--- src/mcspg_pkg.sv ---
package mcspg_pkg;

   localparam int DIV_W   = 28;
   localparam int STEP_W  = 32;
   localparam int MASK_W  = 8;
   localparam int KIND_W  = 2;
   localparam int CHAN_W  = 3;

   localparam logic [DIV_W-1:0] CLOCK_RESET = 28'd125000000;

   localparam logic [KIND_W-1:0] KIND_TICK = 2'd0;
   localparam logic [KIND_W-1:0] KIND_RUN  = 2'd1;
   localparam logic [KIND_W-1:0] KIND_STOP = 2'd2;

   typedef struct packed {
      logic             done;
      logic [DIV_W-1:0] quotient;
   } div_result_type;

   typedef struct packed {
      logic pulse;
      logic finished;
      logic halt;
   } tick_flags_type;

endpackage

--- src/multi_channel_step_pulse_generator.sv ---
// Multi-channel step pulse generator.
// Input channel req_*: one transaction per item. kind tick advances every
// running channel by one clock; kind run loads a channel with a rate and a
// step count; kind stop idles a channel. Every transaction yields exactly one
// rsp_* transaction: step levels for a tick (zero otherwise), the busy mask
// after the item and the channels that finished on a tick.
// csr_*: writes the system clock frequency; always ready, write only when idle.
// A tick walks the channels in order, one channel per cycle, through the shared
// tick unit; a run with nonzero rate and count waits on the bit-serial period
// divider; stop and ignored items go straight to the done state.
// req_ready is high only between items, so a new item is not taken before
// the last one has moved on into the output register.
// A finished transaction sits in an output register; the next item is taken
// while it waits. If rsp_ready stays low, the following item holds its
// result until the register frees, and req_ready stays low meanwhile.
// Reset idles all channels, empties the output register and restores the
// clock frequency to 125 MHz.
module multi_channel_step_pulse_generator import mcspg_pkg::*; #(
   parameter int NUM_CHANNELS = 8,
   parameter int PERIOD_BITS  = 16
) (
   input  logic              clock,
   input  logic              reset,
   input  logic              req_valid,
   output logic              req_ready,
   input  logic [KIND_W-1:0] req_kind,
   input  logic [CHAN_W-1:0] req_channel,
   input  logic [DIV_W-1:0]  req_freq_hz,
   input  logic [STEP_W-1:0] req_step_count,
   output logic              rsp_valid,
   input  logic              rsp_ready,
   output logic [MASK_W-1:0] rsp_step_pulses,
   output logic [MASK_W-1:0] rsp_busy_mask,
   output logic [MASK_W-1:0] rsp_finished_mask,
   input  logic              csr_valid,
   output logic              csr_ready,
   input  logic [DIV_W-1:0]  csr_sys_clock_hz
);

   localparam int CH_W  = (NUM_CHANNELS > 1) ? $clog2(NUM_CHANNELS) : 1;
   localparam int IDX_W = (CH_W > CHAN_W) ? CH_W : CHAN_W;
   localparam int PAD_W = (NUM_CHANNELS > MASK_W) ? NUM_CHANNELS : MASK_W;
   localparam logic [CH_W-1:0] CH_LAST = CH_W'(NUM_CHANNELS - 1);
   localparam logic [32:0] PERIOD_MAX = (33'd1 << PERIOD_BITS) - 33'd1;

   localparam logic [1:0] ST_IDLE = 2'd0;
   localparam logic [1:0] ST_TICK = 2'd1;
   localparam logic [1:0] ST_DIV  = 2'd2;
   localparam logic [1:0] ST_DONE = 2'd3;

   logic [1:0]              state_ff, state_in;
   logic [CH_W-1:0]         idx_ff, idx_in;
   logic [CH_W-1:0]         run_ch_ff, run_ch_in;
   logic [STEP_W-1:0]       run_steps_ff, run_steps_in;
   logic [DIV_W-1:0]        clock_hz_ff;
   logic [NUM_CHANNELS-1:0] running_ff, running_in;
   logic [NUM_CHANNELS-1:0] pulse_acc_ff, pulse_acc_in;
   logic [NUM_CHANNELS-1:0] fin_acc_ff, fin_acc_in;
   logic                    rsp_valid_ff, rsp_valid_in;
   logic [MASK_W-1:0]       rsp_pulse_ff, rsp_pulse_in;
   logic [MASK_W-1:0]       rsp_busy_ff, rsp_busy_in;
   logic [MASK_W-1:0]       rsp_fin_ff, rsp_fin_in;

   logic [PERIOD_BITS-1:0]  period_ff  [NUM_CHANNELS];
   logic [PERIOD_BITS-1:0]  high_ff    [NUM_CHANNELS];
   logic [PERIOD_BITS-1:0]  counter_ff [NUM_CHANNELS];
   logic [STEP_W-1:0]       steps_ff   [NUM_CHANNELS];

   logic [IDX_W-1:0]        ch_wide;
   logic [CH_W-1:0]         ch_idx;
   logic                    ch_ok;
   logic                    run_ok;
   logic                    div_start;
   div_result_type          div_res;

   logic [PERIOD_BITS-1:0]  tick_counter_in;
   logic [STEP_W-1:0]       tick_steps_in;
   tick_flags_type          tick_flags;

   logic [DIV_W-1:0]        q_min;
   logic [32:0]             q_wide;
   logic [32:0]             period_sat;
   logic [PERIOD_BITS-1:0]  period_new;

   logic [PAD_W-1:0]        pulse_pad;
   logic [PAD_W-1:0]        busy_pad;
   logic [PAD_W-1:0]        fin_pad;

   assign ch_wide = IDX_W'(req_channel);
   assign ch_idx  = ch_wide[CH_W-1:0];
   assign ch_ok   = 32'(req_channel) < 32'(NUM_CHANNELS);
   assign run_ok  = ch_ok && (req_freq_hz != '0) && (req_step_count != '0);

   mcspg_div u_div (
      .clock    (clock),
      .reset    (reset),
      .start    (div_start),
      .dividend (clock_hz_ff),
      .divisor  (req_freq_hz),
      .result   (div_res)
   );

   mcspg_tick_unit #(
      .PERIOD_BITS (PERIOD_BITS)
   ) u_tick (
      .phase_counter    (counter_ff[idx_ff]),
      .high_time        (high_ff[idx_ff]),
      .period           (period_ff[idx_ff]),
      .steps_left       (steps_ff[idx_ff]),
      .phase_counter_in (tick_counter_in),
      .steps_left_in    (tick_steps_in),
      .flags            (tick_flags)
   );

   // period = max(q, 2) - 1, saturated
   assign q_min      = (div_res.quotient < DIV_W'(2)) ? DIV_W'(2) : div_res.quotient;
   assign q_wide     = 33'(q_min - DIV_W'(1));
   assign period_sat = (q_wide > PERIOD_MAX) ? PERIOD_MAX : q_wide;
   assign period_new = period_sat[PERIOD_BITS-1:0];

   assign pulse_pad = PAD_W'(pulse_acc_ff);
   assign busy_pad  = PAD_W'(running_ff);
   assign fin_pad   = PAD_W'(fin_acc_ff);

   always_comb begin
      state_in     = state_ff;
      idx_in       = idx_ff;
      run_ch_in    = run_ch_ff;
      run_steps_in = run_steps_ff;
      running_in   = running_ff;
      pulse_acc_in = pulse_acc_ff;
      fin_acc_in   = fin_acc_ff;
      rsp_valid_in = rsp_valid_ff && !rsp_ready;
      rsp_pulse_in = rsp_pulse_ff;
      rsp_busy_in  = rsp_busy_ff;
      rsp_fin_in   = rsp_fin_ff;
      div_start    = 1'b0;
      unique case (state_ff)
         ST_IDLE: begin
            if (req_valid) begin
               pulse_acc_in = '0;
               fin_acc_in   = '0;
               state_in     = ST_DONE;
               unique case (req_kind)
                  KIND_TICK: begin
                     idx_in   = '0;
                     state_in = ST_TICK;
                  end
                  KIND_RUN: begin
                     if (run_ok) begin
                        div_start    = 1'b1;
                        run_ch_in    = ch_idx;
                        run_steps_in = req_step_count;
                        state_in     = ST_DIV;
                     end
                  end
                  KIND_STOP: begin
                     if (ch_ok) begin
                        running_in[ch_idx] = 1'b0;
                     end
                  end
                  default: begin
                  end
               endcase
            end
         end
         ST_TICK: begin
            if (running_ff[idx_ff]) begin
               pulse_acc_in[idx_ff] = tick_flags.pulse;
               fin_acc_in[idx_ff]   = tick_flags.finished;
               if (tick_flags.halt) begin
                  running_in[idx_ff] = 1'b0;
               end
            end
            if (idx_ff == CH_LAST) begin
               state_in = ST_DONE;
            end else begin
               idx_in = idx_ff + CH_W'(1);
            end
         end
         ST_DIV: begin
            if (div_res.done) begin
               running_in[run_ch_ff] = 1'b1;
               state_in              = ST_DONE;
            end
         end
         ST_DONE: begin
            if (!rsp_valid_ff || rsp_ready) begin
               rsp_valid_in = 1'b1;
               rsp_pulse_in = pulse_pad[MASK_W-1:0];
               rsp_busy_in  = busy_pad[MASK_W-1:0];
               rsp_fin_in   = fin_pad[MASK_W-1:0];
               state_in     = ST_IDLE;
            end
         end
         default: begin
            state_in = ST_IDLE;
         end
      endcase
   end

   always_ff @(posedge clock) begin
      if (reset) begin
         state_ff     <= ST_IDLE;
         running_ff   <= '0;
         rsp_valid_ff <= 1'b0;
         clock_hz_ff  <= CLOCK_RESET;
      end else begin
         state_ff     <= state_in;
         running_ff   <= running_in;
         rsp_valid_ff <= rsp_valid_in;
         if (csr_valid) begin
            clock_hz_ff <= csr_sys_clock_hz;
         end
      end
   end

   always_ff @(posedge clock) begin
      idx_ff       <= idx_in;
      run_ch_ff    <= run_ch_in;
      run_steps_ff <= run_steps_in;
      pulse_acc_ff <= pulse_acc_in;
      fin_acc_ff   <= fin_acc_in;
      rsp_pulse_ff <= rsp_pulse_in;
      rsp_busy_ff  <= rsp_busy_in;
      rsp_fin_ff   <= rsp_fin_in;
      if (state_ff == ST_TICK && running_ff[idx_ff]) begin
         counter_ff[idx_ff] <= tick_counter_in;
         steps_ff[idx_ff]   <= tick_steps_in;
      end else if (state_ff == ST_DIV && div_res.done) begin
         period_ff[run_ch_ff]  <= period_new;
         high_ff[run_ch_ff]    <= period_new >> 1;
         counter_ff[run_ch_ff] <= '0;
         steps_ff[run_ch_ff]   <= run_steps_ff;
      end
   end

   assign req_ready         = state_ff == ST_IDLE;
   assign csr_ready         = 1'b1;
   assign rsp_valid         = rsp_valid_ff;
   assign rsp_step_pulses   = rsp_pulse_ff;
   assign rsp_busy_mask     = rsp_busy_ff;
   assign rsp_finished_mask = rsp_fin_ff;

endmodule

--- src/mcspg_div.sv ---
module mcspg_div import mcspg_pkg::*; (
   input  logic             clock,
   input  logic             reset,
   input  logic             start,
   input  logic [DIV_W-1:0] dividend,
   input  logic [DIV_W-1:0] divisor,
   output div_result_type   result
);

   localparam int CNT_W = $clog2(DIV_W + 1);

   logic             busy_ff, busy_in;
   logic             done_ff, done_in;
   logic [CNT_W-1:0] cnt_ff, cnt_in;
   logic [DIV_W-1:0] rem_ff, rem_in;
   logic [DIV_W-1:0] quo_ff, quo_in;
   logic [DIV_W-1:0] den_ff, den_in;

   logic [DIV_W:0]   shifted;
   logic [DIV_W+1:0] diff;
   logic             ge;

   assign shifted = {rem_ff, quo_ff[DIV_W-1]};
   assign diff    = {1'b0, shifted} - {2'b00, den_ff};
   assign ge      = !diff[DIV_W+1];

   always_comb begin
      busy_in = busy_ff;
      done_in = 1'b0;
      cnt_in  = cnt_ff;
      rem_in  = rem_ff;
      quo_in  = quo_ff;
      den_in  = den_ff;
      if (start) begin
         busy_in = 1'b1;
         cnt_in  = CNT_W'(DIV_W);
         rem_in  = '0;
         quo_in  = dividend;
         den_in  = divisor;
      end else if (busy_ff) begin
         rem_in = ge ? diff[DIV_W-1:0] : shifted[DIV_W-1:0];
         quo_in = {quo_ff[DIV_W-2:0], ge};
         cnt_in = cnt_ff - CNT_W'(1);
         if (cnt_ff == CNT_W'(1)) begin
            busy_in = 1'b0;
            done_in = 1'b1;
         end
      end
   end

   always_ff @(posedge clock) begin
      if (reset) begin
         busy_ff <= 1'b0;
         done_ff <= 1'b0;
      end else begin
         busy_ff <= busy_in;
         done_ff <= done_in;
      end
   end

   always_ff @(posedge clock) begin
      cnt_ff <= cnt_in;
      rem_ff <= rem_in;
      quo_ff <= quo_in;
      den_ff <= den_in;
   end

   assign result.done     = done_ff;
   assign result.quotient = quo_ff;

endmodule

--- src/mcspg_tick_unit.sv ---
module mcspg_tick_unit import mcspg_pkg::*; #(
   parameter int PERIOD_BITS = 16
) (
   input  logic [PERIOD_BITS-1:0] phase_counter,
   input  logic [PERIOD_BITS-1:0] high_time,
   input  logic [PERIOD_BITS-1:0] period,
   input  logic [STEP_W-1:0]      steps_left,
   output logic [PERIOD_BITS-1:0] phase_counter_in,
   output logic [STEP_W-1:0]      steps_left_in,
   output tick_flags_type         flags
);

   logic wrap;
   logic last_step;
   logic no_steps;

   assign wrap      = phase_counter >= period;
   assign last_step = steps_left == STEP_W'(1);
   assign no_steps  = steps_left == '0;

   assign phase_counter_in = wrap ? '0 : phase_counter + PERIOD_BITS'(1);
   assign steps_left_in    = (wrap && !no_steps) ? steps_left - STEP_W'(1) : steps_left;

   assign flags.pulse    = phase_counter < high_time;
   assign flags.finished = wrap && last_step;
   assign flags.halt     = wrap && (last_step || no_steps);

endmodule

--- config.mk ---
export PLATFORM = sky130hd
export DESIGN_NAME = multi_channel_step_pulse_generator
export DESIGN_NICKNAME = d
export VERILOG_FILES = /design/src/mcspg_pkg.sv /design/src/multi_channel_step_pulse_generator.sv /design/src/mcspg_div.sv /design/src/mcspg_tick_unit.sv
export SDC_FILE = /design/constraint.sdc
export NUM_CORES = 1
export LEC_CHECK = 0
export ABC_AREA = 0
export BUFFER_PORTS_ARGS = -buffer_cell sky130_fd_sc_hd__buf_2
export CAP_MARGIN = 10
export CELL_PAD_IN_SITES_DETAIL_PLACEMENT = 1
export CELL_PAD_IN_SITES_GLOBAL_PLACEMENT = 1
export CORE_ASPECT_RATIO = 0.6
export CORE_MARGIN = 2
export CORE_UTILIZATION = 53
export DETAILED_ROUTE_END_ITERATION = 10
export PLACE_DENSITY = 0.83
export SYNTH_ARGS = -nofsm -noshare
export SYNTH_HDL_FRONTEND = slang
export SYNTH_SLANG_ARGS = --single-unit
--- constraint.sdc ---
create_clock -name clock -period 6.59 [get_ports clock]
set_input_delay 1.318 -clock clock [delete_from_list [all_inputs] [get_ports clock]]
set_output_delay 1.318 -clock clock [all_outputs]
set_load 0.01 [all_outputs]
Word-level counts from Yosys, hierarchy flattened
Memory sizes are Yosys's and may differ from the RTL's. A register that Yosys moved wholly into a read port is not among the register bits.
Cells that the tools add are included.
{"block": "totals", "regBits": 208, "ramBits": 632, "inputBits": 98, "output_inout_bits": 27, "wordCells": 158, "memories": 4}
{"block": "classes", "n_addsub": 6, "n_lt_le_gt_ge": 10, "eq_ne": 17, "n_mux": 64, "n_bitwise": 6, "n_reduce_logical": 33}
{"name": "steps_ff", "words": 8, "word_bits": 32, "read_ports": 1, "rd_ports_with_merged_regs": 1, "write_ports": 1, "line_no": "multi_channel_step_pulse_generator.sv:67", "rtl": "logic [STEP_W-1:0] steps_ff [NUM_CHANNELS];"}
{"name": "counter_ff", "words": 8, "word_bits": 16, "read_ports": 1, "rd_ports_with_merged_regs": 1, "write_ports": 1, "line_no": "multi_channel_step_pulse_generator.sv:66", "rtl": "logic [PERIOD_BITS-1:0] counter_ff [NUM_CHANNELS];"}
{"name": "period_ff", "words": 8, "word_bits": 16, "read_ports": 1, "rd_ports_with_merged_regs": 1, "write_ports": 1, "line_no": "multi_channel_step_pulse_generator.sv:64", "rtl": "logic [PERIOD_BITS-1:0] period_ff [NUM_CHANNELS];"}
{"name": "high_ff", "words": 8, "word_bits": 15, "read_ports": 1, "rd_ports_with_merged_regs": 1, "write_ports": 1, "line_no": "multi_channel_step_pulse_generator.sv:65", "rtl": "logic [PERIOD_BITS-1:0] high_ff [NUM_CHANNELS];"}
{"op": "28-bit two-way mux", "n": 4}
{"op": "32-bit two-way mux", "n": 2}
{"op": "8-bit two-way mux", "n": 8}
{"op": "16-bit two-way mux", "n": 3}
{"op": "33-bit by 16-bit greater-than comparator with 1-bit output (second input constant)", "n": 1}
{"op": "32-bit by 1-bit == test with 1-bit output (second input constant)", "n": 1}
{"op": "32-bit logical NOT", "n": 1}
{"op": "8-bit one-hot mux with 2 select lines", "n": 2}
{"op": "32-bit nonzero test", "n": 1}
{"op": "32-bit OR reduction", "n": 1}
{"op": "32-bit by 1-bit subtractor with 32-bit output (second input constant)", "n": 1}
{"op": "29-bit by 28-bit subtractor with 30-bit output", "n": 1}
{"op": "28-bit by 1-bit subtractor with 29-bit output (second input constant)", "n": 1}
{"op": "28-bit by 2-bit less-than comparator with 1-bit output (second input constant)", "n": 1}
{"op": "28-bit nonzero test", "n": 1}
{"op": "3-bit two-way mux", "n": 9}
{"op": "8-bit one-hot mux with 3 select lines", "n": 1}
{"op": "1-bit two-way mux", "n": 22}
{"op": "16-bit by 1-bit adder with 16-bit output (second input constant)", "n": 1}
{"op": "8-bit AND", "n": 2}
{"op": "8-bit bitwise mux", "n": 2}
{"op": "16-bit >= comparator", "n": 1}
{"op": "16-bit less-than comparator", "n": 1}
{"op": "8-bit NOT", "n": 2}
{"op": "other kinds (30)", "n": 66}

Depth between registers and ports, before layout
{"block": "depth", "word_depth": 9, "mapped_depth": 24, "ltp_nobuf": 14}

Hierarchy
Synthesis repeated with hierarchy kept, for this count alone.
{"block": "hier_totals", "hier_cells": 2120, "area_unflattened_um2": 32094.5}
{"mod": "multi_channel_step_pulse_generator", "instances": 1, "cells_per_inst": 1349, "area_each_um2": 25037.8, "seq_area_each_um2": 18557.8}
{"mod": "mcspg_div", "instances": 1, "cells_per_inst": 492, "area_each_um2": 5122.4, "seq_area_each_um2": 2382.3}
{"mod": "mcspg_tick_unit", "instances": 1, "cells_per_inst": 279, "area_each_um2": 1934.4, "seq_area_each_um2": 0.0}

Worst setup path after synthesis
Ideal clock, no wire load.
{"block": "synth_path", "kind": "register to register", "start": "register (tool-made name)", "end": "memory steps_ff[0][7], data pin", "setup_time_ps": 265, "arrival_ps": 5147, "required_ps": 6325, "path_slack_ps": 1178, "stages_incl_launch_ff": 22, "path_buffers": 9, "synth_period_minus_slack_ps": 5412, "path_cell_list": "dfxtp_1 buf_2 buf_2 buf_4 buf_4 buf_4 buf_2 buf_2 buf_2 mux4_2 mux2i_1 ha_1 a21o_1 a211o_1 or3_1 a21oi_1 or2_2 clkbuf_1 a31oi_2 nor4b_1 xnor2_1 o21ai_0"}
{"element": "end: declaration", "line_no": "multi_channel_step_pulse_generator.sv:67"}

Final worst setup path
{"block": "layout_path", "start": "register u_div.quo_ff[20]", "end": "memory high_ff[4][4] (netlist name), data pin"}
{"block": "layout_between", "elab_chain_len": 5}
{"element": "start: declaration", "line_no": "mcspg_div.sv:16", "rtl": "logic [DIV_W-1:0] quo_ff, quo_in;"}
{"element": "start signal: assignment", "line_no": "mcspg_div.sv:64", "rtl": "quo_ff <= quo_in;"}
{"element": "28-bit by 2-bit less-than comparator with 1-bit output", "line_no": "multi_channel_step_pulse_generator.sv:116", "rtl": "assign q_min = (div_res.quotient < DIV_W'(2)) ? DIV_W'(2) : div_res.quotient;"}
{"element": "28-bit two-way mux (*)", "line_no": "multi_channel_step_pulse_generator.sv:116"}
{"element": "28-bit by 1-bit subtractor with 29-bit output (*)", "line_no": "multi_channel_step_pulse_generator.sv:117", "rtl": "assign q_wide = 33'(q_min - DIV_W'(1));"}
{"element": "33-bit by 16-bit greater-than comparator with 1-bit output", "line_no": "multi_channel_step_pulse_generator.sv:118", "rtl": "assign period_sat = (q_wide > PERIOD_MAX) ? PERIOD_MAX : q_wide;"}
{"element": "16-bit two-way mux (*)", "line_no": "multi_channel_step_pulse_generator.sv:118"}
{"element": "named net period_sat[5]", "line_no": "multi_channel_step_pulse_generator.sv:82", "rtl": "logic [32:0] period_sat;"}
{"element": "end: declaration", "line_no": "multi_channel_step_pulse_generator.sv:65"}
The timed path passes the listed nets; every way through them passes the cells marked *.

==> impl_results.html <==
<table>
<tr><th>Metric</th><th>Value</th></tr>
<tr><th colspan="2">Drt</th></tr>
<tr><td>Detailed-router iteration count before antenna repair</td><td>8</td></tr>
<tr><td>Number of violations reported at the end of detailed-routing iteration 0</td><td>2075</td></tr>
<tr><td>Total wirelength of the detailed-routed design</td><td>87600 µm</td></tr>
<tr><td>Overall via count from detail_route</td><td>20300</td></tr>
<tr><td>Wire length per cell</td><td>27.3 µm</td></tr>
<tr><td>Post-route ant nets</td><td>0</td></tr>
<tr><td>Drt drc</td><td>0</td></tr>
<tr><td>Post-detailed-route via-to-cell ratio</td><td>6.34</td></tr>
<tr><th colspan="2">Floorplanning</th></tr>
<tr><td>Effective utilization at floorplan</td><td>0.534</td></tr>
<tr><td>Die width</td><td>323 µm</td></tr>
<tr><td>Die ar.</td><td>0.0632 mm²</td></tr>
<tr><td>Number of I/O pins</td><td>125</td></tr>
<tr><td>Core Box Area</td><td>0.0607 mm²</td></tr>
<tr><td>Number of core rows</td><td>70</td></tr>
<tr><td>Die span in y</td><td>196 µm</td></tr>
<tr><th colspan="2">Clock network</th></tr>
<tr><td>H-tree Lvls</td><td>3</td></tr>
<tr><td>CTS Buf Count</td><td>68</td></tr>
<tr><td>Clk slew on worst S/H paths</td><td>0.07 ns</td></tr>
<tr><td>Longest Clk Path Bufs</td><td>3</td></tr>
<tr><td>TritonCTS clock tree</td><td>built</td></tr>
<tr><td>Latest clock arrival within the worst-skew pair</td><td>0.63 ns</td></tr>
<tr><td>Clk root buf</td><td>clkbuf_16</td></tr>
<tr><td>Number of clock sinks seen by CTS</td><td>723</td></tr>
<tr><th colspan="2">Yosys</th></tr>
<tr><td>Synth top area share</td><td>0.599</td></tr>
<tr><td>Share of the synthesized netlist area taken by xor and xnor gates</td><td>0.0189</td></tr>
<tr><td>Number of nets in the synthesized netlist</td><td>2354</td></tr>
<tr><td>Fraction of the mapped netlist area in simple logic gates</td><td>0.0954</td></tr>
<tr><td>Cell accounting for the most synthesized area</td><td>edfxtp_1</td></tr>
<tr><td>Sequential area share after synthesis</td><td>0.646</td></tr>
<tr><td>Netlist Area Pre-Place</td><td>0.0324 mm²</td></tr>
<tr><td>Cell count after synthesis</td><td>2185</td></tr>
<tr><td>Yosys Warn Count</td><td>0</td></tr>
<tr><td>Flip-flop and latch count after synthesis</td><td>723</td></tr>
<tr><td>Adder and majority cell fraction of the synthesized area</td><td>0.0277</td></tr>
<tr><td>Number of enable-type register cells in the synthesized netlist</td><td>646</td></tr>
<tr><td>Mux share of post-synthesis cell area</td><td>0.128</td></tr>
<tr><td>Post-synth top cells</td><td>edfxtp_1 (646), nor2_1 (171), nand2_1 (137)</td></tr>
<tr><td>Largest family of logic cells by synthesized area</td><td>multiplexers</td></tr>
<tr><td>Ys async rst share</td><td>0</td></tr>
<tr><td>Primary FF master, synth</td><td>edfxtp_1</td></tr>
<tr><td>Share of the synthesized area in compound gates (AO/OA/AOI/OAI)</td><td>0.0620</td></tr>
<tr><td>Number of distinct standard cells referenced by the synthesized netlist</td><td>85</td></tr>
<tr><td>Most repeated cell in the gate-level netlist after synthesis</td><td>edfxtp_1</td></tr>
<tr><td>Mean instance size in the synthesized netlist</td><td>14.8 µm²</td></tr>
<tr><td>Cells taking the most area after synthesis</td><td>edfxtp_1 (60%), mux4_2 (8.8%), dfxtp_1 (4.8%)</td></tr>
<tr><th colspan="2">STA</th></tr>
<tr><td>Peak Freq</td><td>165 MHz</td></tr>
<tr><td>Transition time of the tightest slew-check pin</td><td>1.14 ns</td></tr>
<tr><td>Fin crit period</td><td>6.07 ns</td></tr>
<tr><td>Unrepaired setup endpoints after global routing</td><td>false</td></tr>
<tr><td>Final slew viol count</td><td>0</td></tr>
<tr><td>Final Hold Viols</td><td>0</td></tr>
<tr><td>Skew final</td><td>0.0303 ns</td></tr>
<tr><td>Total negative setup slack</td><td>0 ns</td></tr>
<tr><td>Smallest hold slack</td><td>0.430 ns</td></tr>
<tr><td>Share of the cycle needed by the critical path after routing</td><td>0.921</td></tr>
<tr><td>Max-slew headroom at the worst pin</td><td>0.243</td></tr>
<tr><td>Total setup violations reported at the end of the flow</td><td>0</td></tr>
<tr><th colspan="2">Final layout</th></tr>
<tr><td>Synthesis-to-finish area growth</td><td>12.2%</td></tr>
<tr><td>Non-filler cells in the finished layout</td><td>3203</td></tr>
<tr><td>Ratio of cells with drive above 1 in the final layout</td><td>0.209</td></tr>
<tr><td>Number of nets in the finished design</td><td>2490</td></tr>
<tr><td>Filler Cell Count</td><td>5658</td></tr>
<tr><th colspan="2">Setup path</th></tr>
<tr><td>Critical path peak fanout</td><td>12</td></tr>
<tr><td>Critical path class</td><td>reg -&gt; reg</td></tr>
<tr><td>Kind of capture point of the worst setup path</td><td>register</td></tr>
<tr><td>Worst Path Arrival</td><td>6.35 ns</td></tr>
<tr><td>Kind of launch point of the worst setup path</td><td>register</td></tr>
<tr><td>Data required time at the worst endpoint</td><td>6.87 ns</td></tr>
<tr><th colspan="2">Place</th></tr>
<tr><td>Quantity of I/O buffers inserted on ports</td><td>123</td></tr>
<tr><td>Cell count after placement</td><td>3078</td></tr>
<tr><td>Estimated wirelength of the detail-placed design</td><td>57600 µm</td></tr>
<tr><td>Routability-driven placement congestion ratio</td><td>0.891</td></tr>
<tr><th colspan="2">GRT</th></tr>
<tr><td>GRT Total Usage</td><td>0.280</td></tr>
<tr><td>First-pass GRT wire length</td><td>133000 µm</td></tr>
<tr><td>Via count of the first global-routing pass</td><td>21400</td></tr>
<tr><td>Antenna violations before repair</td><td>2</td></tr>
<tr><td>Global route total overflow</td><td>0</td></tr>
<tr><td>Pin count of the biggest net entering global routing</td><td>84</td></tr>
<tr><th colspan="2">Worst hold path</th></tr>
<tr><td>Classification of the worst-slack hold path</td><td>reg -&gt; reg</td></tr>
<tr><th colspan="2">Power and ir drop</th></tr>
<tr><td>Peak supply drop</td><td>273 µV</td></tr>
<tr><td>Power consumption</td><td>0.0147 W</td></tr>
<tr><td>P_leak</td><td>12.2 nW</td></tr>
<tr><td>Power density relative to cell area</td><td>403 mW/mm²</td></tr>
<tr><th colspan="2">Run status</th></tr>
<tr><td>Outcome</td><td>complete, no violations</td></tr>
<tr><th colspan="2">Run</th></tr>
<tr><td>Maxcap violations</td><td>0</td></tr>
</table>
==> repair_timing <==
item                       in CTS  in global routing
setup endpoints to repair       0                 96
gates resized for setup         0                  1
buffers inserted                0                  0
hold buffers                    0                  0
==> flip-flops by register name, indices dropped and copies added (netlist names), 14 cells and up, named ones only <==
name	count
high_ff	114
run_steps_ff	32
u_div.quo_ff	28
u_div.rem_ff	28
steps_ff	256
u_div.den_ff	28
period_ff	14
clock_hz_ff	28
counter_ff	128
==> metrics by stage <==
stage	cell area (µm²)	utilization	setup slack [ns]
floorplan	32400	-	1.18
global placement	34000	0.561	0.953
detailed placement	34000	0.561	0.406
CTS	36300	0.599	0.259
global route	36300	0.599	0.177
finish	36300	0.599	0.518
==> layer usage <==
metal	GRT usage	vias to the layer above	wire, µm
li1	-	8755	-
met1	0.409	10600	38400
met2	0.444	811	41400
met3	0.0386	173	5580
met4	0.0794	0	2230
met5	0	-	0
==> worst max-delay path: stages, from the launching register on <==
cell      delay (ns)
edfxtp_1        0.42
or4_1           0.61
or4b_2          0.68
nor4_1          0.49
nand2b_1        0.24
ha_1            0.24
nor3b_2         0.46
nand4_1         0.31
or4_1           0.63
nor3b_1         0.25
mux2i_1         0.13
o22ai_1         0.31
nand2_1         0.16
a31oi_1         0.25
buf_4           0.29
nand3b_1        0.26
==> power by group <==
part	switching (W)	internal, W	leakage (nW)
Clock	0.00178	0.00233	1.10
Sequential	0.000383	0.00570	6.38
Combinational	0.00280	0.00168	4.67
==> cells by family after synthesis <==
kind of cell    count (synthesis)
flops                         723
simple gates                  605
compound gates                302
mux                           250
buf+inv                       163
fa+ha+maj                      71
xor+xnor                       70
other cells                     1
==> layout make-up <==
class	count	area (µm²)	share of cell area
flip-flops and latches	723	21000	0.576
clock buffers	78	1830	0.0505
repair buffers	166	972	0.0267
inverters	63	236	0.00651
well taps	828	1040	0.0285
diodes	2	5.00	0.000138
clock inverters	44	452	0.0124
multi-input cells	1299	10900	0.299
==> path summary, 6_finish.rpt <==
| kind | depth (start not counted) | slack [ns] | start | to |
|---|---|---|---|---|
| setup / recovery | 15 | 0.52 | u_div.quo_ff[20] | high_ff[4][4] |
| hold / removal | 0 | 0.43 | fin_acc_ff[6] | rsp_finished_mask[6] |
| setup reg to reg | 15 | 0.52 | u_div.quo_ff[20] | high_ff[4][4] |
| hold reg to reg | 0 | 0.43 | fin_acc_ff[6] | rsp_finished_mask[6] |
==> placed cells by master, fill, tap and decap left out, drive strengths merged, types with 18 or more instances in the layout <==
cell / n
xnor2: 46
nand2: 137
nor3: 57
nand3: 34
o21ai: 60
nand2b: 24
mux4: 126
nor4: 33
inv: 65
buf: 165
ha: 70
a21oi: 84
mux2i: 81
nor2: 174
edfxtp: 646
clkbuf: 79
xor2: 24
nor2b: 39
mux2: 43
clkinv: 26
dfxtp: 77
or3: 18
Note: power is estimated with default switching activity, not from simulation.
